$ cat config.mk
export PLATFORM = sky130hd
export DESIGN_NAME = aiks_div_cell
export DESIGN_NICKNAME = d
export VERILOG_FILES = /design/src/aiks_pkg.sv /design/src/aiks_div_cell.sv
export SDC_FILE = /design/constraint.sdc
export NUM_CORES = 1
export LEC_CHECK = 0
export ABC_AREA = 1
export BUFFER_PORTS_ARGS = -buffer_cell sky130_fd_sc_hd__clkbuf_2
export CORE_ASPECT_RATIO = 0.5
export CORE_MARGIN = 5
export CORE_UTILIZATION = 32
export DETAILED_ROUTE_END_ITERATION = 6
export GPL_TIMING_DRIVEN = 0
export SLEW_MARGIN = 20
export SYNTH_ARGS = -nofsm -noshare
export SYNTH_HDL_FRONTEND = slang
export SYNTH_SLANG_ARGS = --single-unit
$ cat constraint.sdc
create_clock -name clk -period 3 [get_ports clk]
set_clock_uncertainty 0.2 [all_clocks]
set_input_delay 0.45 -clock clk [delete_from_list [all_inputs] [get_ports clk]]
set_output_delay 0.45 -clock clk [all_outputs]
set_load 0.005 [all_outputs]
$ cat src/aiks_pkg.sv
// ----------------------------------------------------------------------------
// aiks_pkg: shared types and constants for the arm inverse kinematics servo
// Fixed-point formats, cell payload structs, CORDIC arctangent table and the
// servo offset constants used across the datapath.
// ----------------------------------------------------------------------------
package aiks_pkg;

  localparam int CORDIC_STAGES_DEF = 16;
  localparam int CORDIC_MAX        = 30;
  localparam int DIV_BITS          = 30;   // quotient bits of the cosine divider
  localparam int SQRT_BITS         = 32;   // root bits of each square root lane
  localparam int CW                = 50;   // CORDIC vector width
  localparam int ZW                = 24;   // angle width, 1/16384 degree
  localparam int NLANE             = 4;    // parallel atan2 lanes
  localparam int NW                = 26;   // servo numerator width

  // configuration register indexes
  typedef enum logic [1:0] {
    REG_BASE_HEIGHT = 2'd0,
    REG_UPPER_ARM   = 2'd1,
    REG_FOREARM     = 2'd2
  } reg_idx_t;

  localparam logic signed [15:0] BASE_HEIGHT_RST = 16'sd0;
  localparam logic [14:0]        UPPER_ARM_RST   = 15'd1600;
  localparam logic [14:0]        FOREARM_RST     = 15'd1600;

  typedef logic signed [CW-1:0] cval_t;
  typedef logic signed [ZW-1:0] ang_t;

  localparam ang_t DEG90 = 24'sd1474560;

  // arctangent of 2^-i in 1/16384 degree, rounded to nearest
  localparam int ATAN_TAB [CORDIC_MAX] = '{
    737280, 435242, 229970, 116736, 58595, 29326, 14667, 7334, 3667, 1833,
    917, 458, 229, 115, 57, 29, 14, 7, 4, 2,
    1, 0, 0, 0, 0, 0, 0, 0, 0, 0
  };

  // servo offsets folded with the fixed angle terms, 1/16384 degree
  localparam logic signed [NW-1:0] OFS_BASE     = 26'sd1146240;
  localparam logic signed [NW-1:0] OFS_SHOULDER = 26'sd1693440;
  localparam logic signed [NW-1:0] OFS_ELBOW    = 26'sd3081600;
  localparam logic signed [NW-1:0] OFS_PITCH    = 26'sd2649600;
  localparam logic signed [NW-1:0] OFS_ROLL     = 26'sd1474560;
  localparam logic signed [NW-1:0] SERVO_CAP_N  = 26'sd5898240;  // 4096 * 1440
  localparam logic [11:0]          SERVO_MAX    = 12'd4095;
  localparam logic [17:0]          RECIP_45     = 18'd186414;    // ceil(2^23 / 45)

  typedef struct packed {
    logic [31:0]          rem;
    logic [DIV_BITS-1:0]  quo;
  } div_t;

  typedef struct packed {
    logic [63:0]          rad;
    logic [33:0]          rem;
    logic [SQRT_BITS-1:0] root;
  } sq_t;

  typedef struct packed {
    cval_t x;
    cval_t y;
    ang_t  z;
    logic  zero;
  } cord_t;

  // side data riding along the divider row
  typedef struct packed {
    logic signed [15:0] x;
    logic signed [15:0] y;
    logic signed [16:0] h;
    logic [31:0]        xy2;
    logic               reject;
    logic               cpos;
    logic               cneg;
    logic               neg;
  } dside_t;

  // side data riding along the square root row
  typedef struct packed {
    logic signed [15:0] x;
    logic signed [15:0] y;
    logic signed [16:0] h;
    logic signed [31:0] c;
    logic               reject;
  } sside_t;

  // quadrant pre-rotation ahead of the vectoring iterations
  function automatic cord_t prerot(input cval_t yv, input cval_t xv);
    cord_t r;
    r.zero = (xv == '0) && (yv == '0);
    if (xv < 0) begin
      if (yv >= 0) begin
        r.x = yv;
        r.y = -xv;
        r.z = DEG90;
      end else begin
        r.x = -yv;
        r.y = xv;
        r.z = -DEG90;
      end
    end else begin
      r.x = xv;
      r.y = yv;
      r.z = '0;
    end
    return r;
  endfunction

endpackage

$ cat src/aiks_div_cell.sv
// ----------------------------------------------------------------------------
// aiks_div_cell: one restoring division step
// Resolves one quotient bit of rem * 2^k / den and hands remainder, partial
// quotient and side data to the next cell.
// ----------------------------------------------------------------------------
module aiks_div_cell #(
  parameter int PW = 1
) (
  input  logic              clk,
  input  logic              rst,
  input  logic              en,
  input  logic              in_valid,
  input  aiks_pkg::div_t    d_in,
  input  logic [PW-1:0]     side_in,
  input  logic [30:0]       den,
  output logic              out_valid,
  output aiks_pkg::div_t    d_out,
  output logic [PW-1:0]     side_out
);

  logic [31:0] sh;
  logic        ge;

  // shift in a zero and try the subtraction
  assign sh = {d_in.rem[30:0], 1'b0};
  assign ge = sh >= {1'b0, den};

  always_ff @(posedge clk) begin
    if (rst) begin
      out_valid <= 1'b0;
    end else if (en) begin
      out_valid <= in_valid;
    end
  end

  always_ff @(posedge clk) begin
    if (en) begin
      d_out.rem <= ge ? (sh - {1'b0, den}) : sh;
      d_out.quo <= {d_in.quo[aiks_pkg::DIV_BITS-2:0], ge};
      side_out  <= side_in;
    end
  end

endmodule

==> qor.yml <==
synth_nets: 850
numCtsBuffers: 9
crit_buf_inv: 3
antenna_found_initial: 0
pre_cts_slack_ps: 92.7
synth_seq_cells: 64
total_power_mw: 3.22
clock_path_buffers: 2
fillCellCount: 1670
grt_pass1_vias: 4546
p_leak_nw: 3.68
crit_required_ps: 2900
outcome: "complete, no violations"
drt_iter0_drc: 270
ys_warn_count: 0
cts_hold_buf: 0
cts_root_buf: "clkbuf_16"
worst_slack_ps: 491
cpMostUsedCell: "nand3_1"
gr-total-overflow: 0
grt_pass1_wl_um: 23200
drv_cap: 0
syn_inst: 720
die_h_um: 98.0
hpwl_um: 12500
fin_crit_sh_pct: 83.6
port_buffers: 159
maxSlewHeadroom_pct: 74.4
postCtsSetupBuffers: 0
core.rowCount: 32
critical_path_class: "in -> reg"
grt_max_degree: 44
top_layer_used: "met4"
r2r-start: "out_valid"
vias: 4759
ir_worst_vdd_mv: 0.278
reg2reg_to: "out_valid"
final-setup-viol-count: 0
syn_area_per_cell_um2: 6.89
ant_nets: 0
dr_wl_met2_um: 6620
postLayoutCoreUtil_pct: 41.8
setup_tns_ps: 0
crit_cells: 14
cts_sinks: 64
power_density_mw_per_mm2: 504
critPathCaptureType: "flop"
cts_tree: "done"
num-nets-final: 1021
ios: 162
max_freq_ghz: 0.399
start_util_pct: 32.4
cts-resized-gates: 0
core_area_mm2: 0.0153
drt_first_pass_iters: 4
slowest_delay_ps: 490
worstPathCellList: "clkbuf_2 -> inv_1 -> fa_1 -> nand3_1 -> nand3_1 -> nand2_1 -> nand2_2 -> nand2_2 -> nand3_1 -> nand2_1 -> nand2_4 -> buf_4 -> nand3_1 -> nand2_1"
die_area_mm2: 0.0182
rsz0062_at_grt: "no"
reg2reg_slack_ps: 2220
syn_area_mm2: 0.00496
hold_path.class: "in -> reg"
grtUsageTotal_pct: 16.2
n_antenna_cell: 0
tightest_slew_ps: 382
clock_latency_ps: 330
hp-start: "rst"
crit_fanout: 10
drcViolationCount: 0
hold_viol_final: 0
htree_num_levels: 3
yosysSeqAreaShare_pct: 38.5
wl_um: 14900
m1WireLength_um: 7270
slew_violations: 0
startpoint: "den[0]"
critPathLaunchType: "primary input"
r2r_cells: 2
drive_above_1_share_pct: 22.1
cp.arrival_ps: 2410
finalCriticalPeriod_ps: 2510
area_growth_pct: 28.8
post_drt_wl_per_cell_um: 13.5
slowest_stage: "fa_1"
synth_cell_types: 30
crit_end: "d_out[55]"
finalWeightedCongestion: 0.889
wl_met3_um: 808
cp_top_family: "simple AND/OR/NAND/NOR gates"
viasPerCell: 4.33
clk_pin_slew_ps: 70
dieWidth_um: 186
worst min path at each step:
stage / to / cells past startpoint / slack (ps)
2_1_floorplan: out_valid / 2 / 280
3_3_place_gp: out_valid / 2 / 270
3_5_place_dp: out_valid / 2 / 280
4_1_cts: out_valid / 2 / 60
5_1_grt: out_valid / 2 / 50
6_report: out_valid / 2 / 70
cells in the mapped netlist (all sizes together):
library cell | count | area [um2]
nand2 | 314 | 1200
inv | 159 | 599
edfxtp | 63 | 1890
nor2 | 45 | 186
nand3 | 41 | 205
ha | 31 | 388
a21oi | 16 | 87.6
xor2 | 15 | 131
buf | 6 | 60.1
nand4 | 6 | 37.5
nor3 | 5 | 25.0
and2 | 4 | 25.0
nand3b | 4 | 30.0
o21ai | 3 | 15.0
o21bai | 2 | 15.0
clkinv | 1 | 3.75
dfxtp | 1 | 20.0
fa | 1 | 20.0
mux2i | 1 | 10.0
nor4 | 1 | 6.26
or2 | 1 | 6.26
area by class of cell:
type	count	area (um2)	share of cell area, %
clock inverter	7	128	2.00
clock buffer	9	225	3.53
tap	204	255	4.00
multi-input combinational	490	2380	37.3
buffer	6	60.1	0.940
timing repair buffer	160	818	12.8
sequential	64	1910	29.9
inverter	160	603	9.44
placed cells by master, fill, tap and decap left out, types with 9 or more instances in the layout:
cell type	n
inv_1	156
clkbuf_16	9
nand2_1	309
a21oi_1	14
xor2_1	15
nor2_1	40
clkbuf_2	158
ha_1	31
nand3_1	41
edfxtp_1	63
logic make-up (layout without fill, tap and decap cells):
group | after synthesis | in the layout | synth area share [%]
flip-flops | 64 | 64 | 38.5
AND/OR/NAND/NOR | 421 | 421 | 34.6
AO/OA/AOI/OAI | 21 | 21 | 2.37
XOR/XNOR | 15 | 15 | 2.65
adder cells (fa/ha/maj) | 32 | 32 | 8.22
multiplexers | 1 | 1 | 0.202
buffers and inverters | 166 | 342 | 13.4
through the flow:
step           area (um2)  std cells  hold slack [ps]
2_1_floorplan        4960        720              285
3_3_place_gp         6010       1083              271
3_5_place_dp         6030       1084              285
4_1_cts              6390       1100             57.0
5_1_grt              6390       1100             54.9
6_report             6390       1100             69.3
flip-flops by register name (all words and copies together) (netlist names):
| signal | flops |
|---|---|
| d_out | 62 |
| out_valid | 1 |
| side_out | 1 |
per-layer routing:
metal	GRT usage, %	vias up
met4	3.86	0
met1	22.9	2087
met3	2.79	15
li1	-	2534
met2	25.9	123
met5	0	-
power breakdown:
part	switching [mW]	total (mW)	internal, mW
Combinational	0.496	0.816	0.320
Sequential	0.0249	1.14	1.11
Clock	0.441	1.26	0.824
Note: power is estimated with default switching activity, not from simulation.
