<file path="src/aiks_pkg.sv">
// ----------------------------------------------------------------------------
// aiks_pkg: shared types and constants for the arm inverse kinematics servo
// Fixed-point formats, cell payload structs, CORDIC arctangent table and the
// servo offset constants used across the datapath.
// ----------------------------------------------------------------------------
package aiks_pkg;

  localparam int CORDIC_STAGES_DEF = 16;
  localparam int CORDIC_MAX        = 30;
  localparam int DIV_BITS          = 30;   // quotient bits of the cosine divider
  localparam int SQRT_BITS         = 32;   // root bits of each square root lane
  localparam int CW                = 50;   // CORDIC vector width
  localparam int ZW                = 24;   // angle width, 1/16384 degree
  localparam int NLANE             = 4;    // parallel atan2 lanes
  localparam int NW                = 26;   // servo numerator width

  // configuration register indexes
  typedef enum logic [1:0] {
    REG_BASE_HEIGHT = 2'd0,
    REG_UPPER_ARM   = 2'd1,
    REG_FOREARM     = 2'd2
  } reg_idx_t;

  localparam logic signed [15:0] BASE_HEIGHT_RST = 16'sd0;
  localparam logic [14:0]        UPPER_ARM_RST   = 15'd1600;
  localparam logic [14:0]        FOREARM_RST     = 15'd1600;

  typedef logic signed [CW-1:0] cval_t;
  typedef logic signed [ZW-1:0] ang_t;

  localparam ang_t DEG90 = 24'sd1474560;

  // arctangent of 2^-i in 1/16384 degree, rounded to nearest
  localparam int ATAN_TAB [CORDIC_MAX] = '{
    737280, 435242, 229970, 116736, 58595, 29326, 14667, 7334, 3667, 1833,
    917, 458, 229, 115, 57, 29, 14, 7, 4, 2,
    1, 0, 0, 0, 0, 0, 0, 0, 0, 0
  };

  // servo offsets folded with the fixed angle terms, 1/16384 degree
  localparam logic signed [NW-1:0] OFS_BASE     = 26'sd1146240;
  localparam logic signed [NW-1:0] OFS_SHOULDER = 26'sd1693440;
  localparam logic signed [NW-1:0] OFS_ELBOW    = 26'sd3081600;
  localparam logic signed [NW-1:0] OFS_PITCH    = 26'sd2649600;
  localparam logic signed [NW-1:0] OFS_ROLL     = 26'sd1474560;
  localparam logic signed [NW-1:0] SERVO_CAP_N  = 26'sd5898240;  // 4096 * 1440
  localparam logic [11:0]          SERVO_MAX    = 12'd4095;
  localparam logic [17:0]          RECIP_45     = 18'd186414;    // ceil(2^23 / 45)

  typedef struct packed {
    logic [31:0]          rem;
    logic [DIV_BITS-1:0]  quo;
  } div_t;

  typedef struct packed {
    logic [63:0]          rad;
    logic [33:0]          rem;
    logic [SQRT_BITS-1:0] root;
  } sq_t;

  typedef struct packed {
    cval_t x;
    cval_t y;
    ang_t  z;
    logic  zero;
  } cord_t;

  // side data riding along the divider row
  typedef struct packed {
    logic signed [15:0] x;
    logic signed [15:0] y;
    logic signed [16:0] h;
    logic [31:0]        xy2;
    logic               reject;
    logic               cpos;
    logic               cneg;
    logic               neg;
  } dside_t;

  // side data riding along the square root row
  typedef struct packed {
    logic signed [15:0] x;
    logic signed [15:0] y;
    logic signed [16:0] h;
    logic signed [31:0] c;
    logic               reject;
  } sside_t;

  // quadrant pre-rotation ahead of the vectoring iterations
  function automatic cord_t prerot(input cval_t yv, input cval_t xv);
    cord_t r;
    r.zero = (xv == '0) && (yv == '0);
    if (xv < 0) begin
      if (yv >= 0) begin
        r.x = yv;
        r.y = -xv;
        r.z = DEG90;
      end else begin
        r.x = -yv;
        r.y = xv;
        r.z = -DEG90;
      end
    end else begin
      r.x = xv;
      r.y = yv;
      r.z = '0;
    end
    return r;
  endfunction

endpackage

</file>
<file path="src/aiks_sqrt_cell.sv">
// ----------------------------------------------------------------------------
// aiks_sqrt_cell: one digit step of two integer square roots
// Takes the next two radicand bits in each lane and resolves one root bit.
// ----------------------------------------------------------------------------
module aiks_sqrt_cell #(
  parameter int PW = 1
) (
  input  logic                clk,
  input  logic                rst,
  input  logic                en,
  input  logic                in_valid,
  input  aiks_pkg::sq_t [1:0] lane_in,
  input  logic [PW-1:0]       side_in,
  output logic                out_valid,
  output aiks_pkg::sq_t [1:0] lane_out,
  output logic [PW-1:0]       side_out
);

  localparam int RB = aiks_pkg::SQRT_BITS;

  for (genvar g = 0; g < 2; g++) begin : g_lane
    logic [35:0] cur;
    logic [35:0] trial;
    logic [35:0] diff;
    logic        ge;

    // bring down two radicand bits, compare against 4*root + 1
    assign cur   = {lane_in[g].rem, lane_in[g].rad[63:62]};
    assign trial = {2'b00, lane_in[g].root, 2'b01};
    assign ge    = cur >= trial;
    assign diff  = cur - trial;

    always_ff @(posedge clk) begin
      if (en) begin
        lane_out[g].rad  <= {lane_in[g].rad[61:0], 2'b00};
        lane_out[g].rem  <= ge ? diff[33:0] : cur[33:0];
        lane_out[g].root <= {lane_in[g].root[RB-2:0], ge};
      end
    end
  end

  always_ff @(posedge clk) begin
    if (rst) begin
      out_valid <= 1'b0;
    end else if (en) begin
      out_valid <= in_valid;
    end
  end

  always_ff @(posedge clk) begin
    if (en) begin
      side_out <= side_in;
    end
  end

endmodule

</file>
<file path="config.mk">
export PLATFORM = sky130hd
export DESIGN_NAME = aiks_sqrt_cell
export DESIGN_NICKNAME = d
export VERILOG_FILES = /design/src/aiks_pkg.sv /design/src/aiks_sqrt_cell.sv
export SDC_FILE = /design/constraint.sdc
export NUM_CORES = 1
export LEC_CHECK = 0
export ABC_AREA = 1
export BUFFER_PORTS_ARGS = -buffer_cell sky130_fd_sc_hd__buf_4
export CAP_MARGIN = 20
export CORE_AREA = 2 2 207 209
export DETAILED_ROUTE_END_ITERATION = 7
export DIE_AREA = 0 0 209 211
export PLACE_DENSITY = 0.69
export REMOVE_ABC_BUFFERS = 1
export SYNTH_ARGS = -nofsm -noshare
export SYNTH_HDL_FRONTEND = slang
export SYNTH_SLANG_ARGS = --single-unit
</file>
<file path="constraint.sdc">
create_clock -name clk -period 3.2 [get_ports clk]
set_clock_uncertainty 0.05 [all_clocks]
set_input_delay 0.64 -clock clk [delete_from_list [all_inputs] [get_ports clk]]
set_output_delay 0.64 -clock clk [all_outputs]
set_load 0.1 [all_outputs]
</file>
==> flow_summary.toml, run 1 <==
[run]
maxCapViolCount = 0

[clocking]
cts_root_buf = "clkbuf_16"
holdBufCountCts = 0
cts_tree = "done"
cts_resized = 0
cts_sinks = 258
path_clk_slew_ps = 60
cts_buffers = 30
cts_setup_buffers = 0
cts_buffer_depth = 3
clock_latency_ps = 570
h-tree-depth = 1

[logic_synthesis]
ys_seq_elements = 258
ys_top_cells_by_area = "edfxtp_1 56%, nand2_1 15%, inv_1 7.5%"
synth_warnings = 0
synth_top_area_share = 0.556
synth_cell_types = 31
syn_inst = 1553
yosys.area.top_type = "edfxtp_1"
syn-mean-instance-area_sq_um = 8.94
ys_seq_area_frac = 0.557
synth_area_sq_mm = 0.0139

[power_and_ir_drop]
power_density_mw_per_mm2 = 642
p_switching_mw = 5.05
power_frac_clock = 0.307
seq_power_share = 0.337
p_int_mw = 7.54
comb_power_share = 0.356
swShare = 0.401
ir_drop_uv = 456
p_leak_nw = 9.76

[timing]
setup-tns-final_ps = 0
setup_viol = 0
rsz0062_at_grt = "false"
finalHoldViolCount = 0
min_period_ps = 2330
finalCritPeriodShare = 0.730
tightest_slew_ps = 574
fin_ws_ps = 865
maxSlewViolCount = 0
fmax_mhz = 428
slew_headroom = 0.617

[hold_path]
hp-class = "input pin to flip-flop"

[routing]
routed_wl_mm = 46.0
drtIter0Drc = 641
vias = 12100
drc = 0
drtPass1Iterations = 5
wl_per_cell_um = 17.2
viasPerCell = 4.54
postRouteAntennaNets = 0

[finish]
drive_gt1_frac = 0.292
layout.cells.non_filler = 2673
final_nets = 2440
utilization = 0.470
stdcell_area_sq_mm = 0.0196
multiInputGateArea_sq_mm = 0.00495
layout_commonest_cell = "nand2_1"
nFillCells = 3963
final_cell_mix = "564 x nand2_1, 531 x buf_4, 277 x inv_1, 257 x edfxtp_1, 103 x nor2_1"
area_delta_synth_final_pct = 41.3
regArea_sq_mm = 0.00774

[critical_path]
critPathKind = "input pin to flip-flop"
cp-end-kind = "flip-flop"
crit_buf_inv = 5
start_kind = "input pin"
worst_path_max_delay_cell = "ha_1"
critPathArrivalTime_ps = 2600
crit_top_cell = "nand2_1"
worstPathCellList = "buf_4, inv_1, ha_1, nand2_1, inv_1, nand2_1, nand2_1, inv_1, nand3_2, nand2_1, nand2_1, nand2_1, nand2_4, buf_4, nand3_1, nand2_1"
worst-path-max-fanout = 16
crit_required_ps = 3470
cpPeakStageDelay_ps = 350
cp_top_family = "simple AND/OR/NAND/NOR gates"

[placement]
pre_cts_slack_ps = 298
place.gp.congestion = 0.962
hpwl_mm = 37.4
dp.cells = 2614
port_buffers = 522
placed_area_sq_mm = 0.0185

[die]
core_sq_mm = 0.0418
rows = 75
die_h_um = 211
die_x_um = 209
die_area_sq_mm = 0.0441
start_util = 0.332
io_pins = 527

[global_route]
grt_pass1_wl_mm = 69.4
grt_pass1_vias = 12300
antenna_found_initial = 3
gr-total-overflow = 0
grt_max_degree = 68
track_usage = 0.203

[outcome]
outcome = "finished clean"
## cell families after synthesis
logic type               synth area share
buffers and inverters              0.0866
other                            0.000270
flip-flops                          0.557
adder cells (fa/ha/maj)            0.0613
XOR/XNOR                           0.0227
AND/OR/NAND/NOR                     0.239
multiplexers                     0.000721
AO/OA/AOI/OAI                      0.0318
## path summary, 6_finish.rpt
| path | from | endpoint | slack, ps | cells after the start |
|---|---|---|---|---|
| worst max-delay path | lane_in[138] | lane_out[181]$_DFFE_PP_ | 870 | 16 |
| worst max register to register | out_valid$_SDFFE_PP0P_ | out_valid$_SDFFE_PP0P_ | 2560 | 2 |
| worst min register to register | out_valid$_SDFFE_PP0P_ | out_valid$_SDFFE_PP0P_ | 460 | 2 |
| worst min-delay path | rst | out_valid$_SDFFE_PP0P_ | 170 | 2 |
## power by group through the flow
stage               combinational [mW]  sequential [mW]  clock [mW]
floorplan                        0.886             6.68           0
global placement                  4.48             4.30           0
detailed placement                4.50             4.31           0
CTS                               4.50             4.25        3.98
global route                      4.72             4.27        4.09
finish                            4.49             4.24        3.86
## worst register-to-register path: cells and delay by family (launching register included)
| kind | cells | cell delay, ps |
|---|---|---|
| flops | 1 | 310 |
| simple gates | 1 | 50 |
| mux | 1 | 120 |
## Yosys cell counts, drive strengths merged
cell	n
ha	68
nand3b	8
mux2i	1
and2	5
a21oi	52
o21bai	7
nand2	580
nor4	1
nor2	117
edfxtp	257
conb	1
nand4	12
nand3	79
o21ai	25
xor2	30
inv	280
or2	1
dfxtp	1
buf	16
xnor2	6
nor3	6
## layer usage
metal  up-vias  track usage  share of wire
li1       6061            -              -
met1      5578        0.246           0.41
met2       425        0.365           0.51
met3        61       0.0378          0.062
met4         0       0.0606          0.022
met5         -            0              0
## area by class of cell
cell class              count  area share
well taps                 539      0.0344
flip-flops and latches    258       0.395
inverters                 280      0.0538
clock buffers              37      0.0401
clock inverters            19      0.0170
diodes                      3    0.000383
repair buffers            535       0.207
multi-input cells        1002       0.253
## registers in the layout (all words and copies together) (netlist names)
register	count
side_out	1
out_valid	1
lane_out	256
## per-stage QoR
| stage | total power, mW | hold slack, ps |
|---|---|---|
| CTS | 12.7 | 134 |
| global placement | 8.78 | 428 |
| floorplan | 7.57 | 662 |
| detailed placement | 8.81 | 455 |
| finish | 12.6 | 171 |
| global route | 13.1 | 137 |
Power figures use the tool's default switching activity.
==> run 2: changes to the inputs <==
--- a/config.mk
+++ b/config.mk
@@ -5,13 +5,13 @@
 export SDC_FILE = /design/constraint.sdc
 export NUM_CORES = 1
 export LEC_CHECK = 0
-export ABC_AREA = 1
+export ABC_AREA = 0
 export BUFFER_PORTS_ARGS = -buffer_cell sky130_fd_sc_hd__buf_4
 export CAP_MARGIN = 20
-export CORE_AREA = 2 2 207 209
+export CORE_AREA = 2 2 206 208
 export DETAILED_ROUTE_END_ITERATION = 7
-export DIE_AREA = 0 0 209 211
-export PLACE_DENSITY = 0.69
+export DIE_AREA = 0 0 208 210
+export PLACE_DENSITY = 0.66
 export REMOVE_ABC_BUFFERS = 1
 export SYNTH_ARGS = -nofsm -noshare
 export SYNTH_HDL_FRONTEND = slang
==> constraint.sdc (replaced) <==
create_clock -name clk -period 2.2 [get_ports clk]
set_clock_uncertainty 0.05 [all_clocks]
set_input_delay 0.44 -clock clk [delete_from_list [all_inputs] [get_ports clk]]
set_output_delay 0.44 -clock clk [all_outputs]
set_load 0.1 [all_outputs]
==> run 2 against run 1 <==
Against the previous run: the run now ends with negative setup slack left; utilization up 10 points; cell count down 6.0%; register-to-register slack worse by 1000 ps; highest routed layer is now met5.
==> flow_summary.toml, run 2 <==
[clocking]
cts_root_buf = "clkbuf_16"
path_clk_slew_ps = 60
cts_tree = "done"
cts_buffers = 30
cts_sinks = 258
clock_latency_ps = 570
h-tree-depth = 1
cts_buffer_depth = 3

[logic_synthesis]
synth_cell_types = 68
syn-mean-instance-area_sq_um = 13.2
synth_edf_count = 257
yosys.area.top_type = "edfxtp_1"
syn_inst = 949
ys_seq_area_frac = 0.618
synth_warnings = 0
synth_most_common_cell = "edfxtp_1"
synthFlopType = "edfxtp_1"
ys_top_cells_by_area = "edfxtp_1 62%, ha_1 6.8%, a21oi_1 3.6%"
synthArstFlopShare = 0
synth_area_sq_mm = 0.0125
ys_top_cells_by_count = "257 x edfxtp_1, 91 x inv_1, 89 x a21oi_1"
ys_seq_elements = 258
synth_top_area_share = 0.616

[critical_path]
crit_required_ps = 2470
start_kind = "input pin"
crit_buf_inv = 3
worst_path_max_delay_cell = "or3_4"
cp-end-kind = "flip-flop"
worst-path-max-fanout = 4
critPathArrivalTime_ps = 2820
path_depth = 13
cp_top_family = "compound AO/OA/AOI/OAI gates"
worstPathCellList = "buf_8, inv_4, ha_4, or3_4, o22a_1, o211ai_1, buf_4, a311o_1, and4b_1, o221a_4, o21ai_2, xnor2_1, mux2_4"
r2r_cells = 2
critPathKind = "input pin to flip-flop"
cpPeakStageDelay_ps = 350

[die]
rows = 75
die_area_sq_mm = 0.0437
core_sq_mm = 0.0415
start_util = 0.302
die_h_um = 210
die_x_um = 208
io_pins = 527

[timing]
rsz0062_at_grt = "true"
fin_ws_ps = -344
slew_headroom = 0.670
setup_viol = 69
finalCritPeriodShare = 1.16
maxSlewViolCount = 0
fmax_mhz = 393
min_period_ps = 2540
finalHoldViolCount = 0
hold-worst-slack_ps = 36.6
tightest_slew_ps = 488

[placement]
place.gp.congestion = 0.908
placed_area_sq_mm = 0.0190
pre_cts_slack_ps = -1200
port_buffers = 522
hpwl_mm = 34.7

[finish]
final_nets = 2281
area_delta_synth_final_pct = 88.7
layout_commonest_cell = "buf_4"
largest_reg_flops = 256
largest_register = "lane_out"
reg.largest.list = "lane_out: 256 flops, out_valid: 1 flops, side_out: 1 flops"
stdcell_area_sq_mm = 0.0236
utilization = 0.570
drive_gt1_frac = 0.556
final_cell_mix = "751 x buf_4, 257 x edfxtp_1, 173 x dlygate4sd3_1, 62 x inv_1, 57 x a21oi_1"

[routing]
routed_wl_mm = 49.1
vias = 11800
drtPass1Iterations = 5
drtIter0Drc = 624
wl_per_cell_um = 19.5
drc = 0
postRouteAntennaNets = 0
viasPerCell = 4.68

[global_route]
antenna_found_initial = 2
track_usage = 0.212
grt_pass1_wl_mm = 72.3
gr-total-overflow = 0
grt_max_degree = 65
grt_pass1_vias = 12500

[hold_path]
hp-class = "input pin to flip-flop"
hold_depth = 1

[power_and_ir_drop]
finalPower_mw = 19.4
p_leak_nw = 10.3
power_density_mw_per_mm2 = 819
ir_drop_uv = 678

[run]
maxCapViolCount = 0

[outcome]
outcome = "finished with violations"
violations = "negative setup slack"
## run 2: cell families (layout without fill, tap and decap cells)
logic type / after synthesis / after routing / synth area share
compound gates: 232 / 232 / 0.121
flops: 258 / 258 / 0.618
other cells: 1 / 5 / 0.000300
simple gates: 163 / 163 / 0.0621
xor+xnor: 62 / 62 / 0.0434
fa+ha+maj: 68 / 68 / 0.0680
buf+inv: 121 / 1141 / 0.0405
mux: 44 / 44 / 0.0474
## run 2: routing by layer
layer  vias up  GRT usage  part of all wire
met3        93     0.0529             0.072
met4         2     0.0724             0.033
met5         -          0           0.00026
met2       449      0.383              0.52
met1      5686      0.244              0.38
li1       5528          -                 -
## run 2: per-stage QoR
| stage | TNS (ps) | std cells |
|---|---|---|
| 6_report | -17130 | 2512 |
| 5_1_grt | -21050 | 2512 |
| 4_1_cts | -12060 | 2494 |
| 3_5_place_dp | -66210 | 2237 |
| 3_3_place_gp | -64220 | 2237 |
| 2_1_floorplan | -107160 | 922 |
## run 2: where the power goes
group,switching [mW],leakage (nW),internal [mW]
Combinational,5.35,7.34,2.64
Clock,2.23,0.485,2.90
Sequential,0.197,2.52,6.03
## run 2: path summary, 6_finish.rpt
path | from | to | slack (ps)
max | lane_in[131] | lane_out[191]$_DFFE_PP_ | -340
max reg2reg | out_valid$_SDFFE_PP0P_ | out_valid$_SDFFE_PP0P_ | 1560
min | lane_in[149] | lane_out[150]$_DFFE_PP_ | 40
min reg2reg | out_valid$_SDFFE_PP0P_ | out_valid$_SDFFE_PP0P_ | 470
## run 2: final cells by class
cell class                 instances  area [sq um]
tap                              539           674
timing repair buffer             994          8400
fill                            3279         17900
antenna                            1          2.50
clock inverter                    24           254
multi-input combinational        573          5420
inverter                          91           377
clock buffer                      32           758
sequential                       258          7740
## run 2: worst reg2reg max path, delay by kind of cell, from the launching register on
| family | cells | cell delay, ps |
|---|---|---|
| DFF | 1 | 310 |
| muxes | 1 | 130 |
| and+or+nand+nor | 1 | 50 |
## run 2: repair_timing
action | CTS | global route
buffers inserted | 25 | 18
pin swaps | 50 | 73
setup endpoints to repair | 70 | 70
hold buffers | 173 | 0
gates resized for setup | 201 | 127
gates cloned | 5 | 0
hold endpoints to repair | 173 | 0
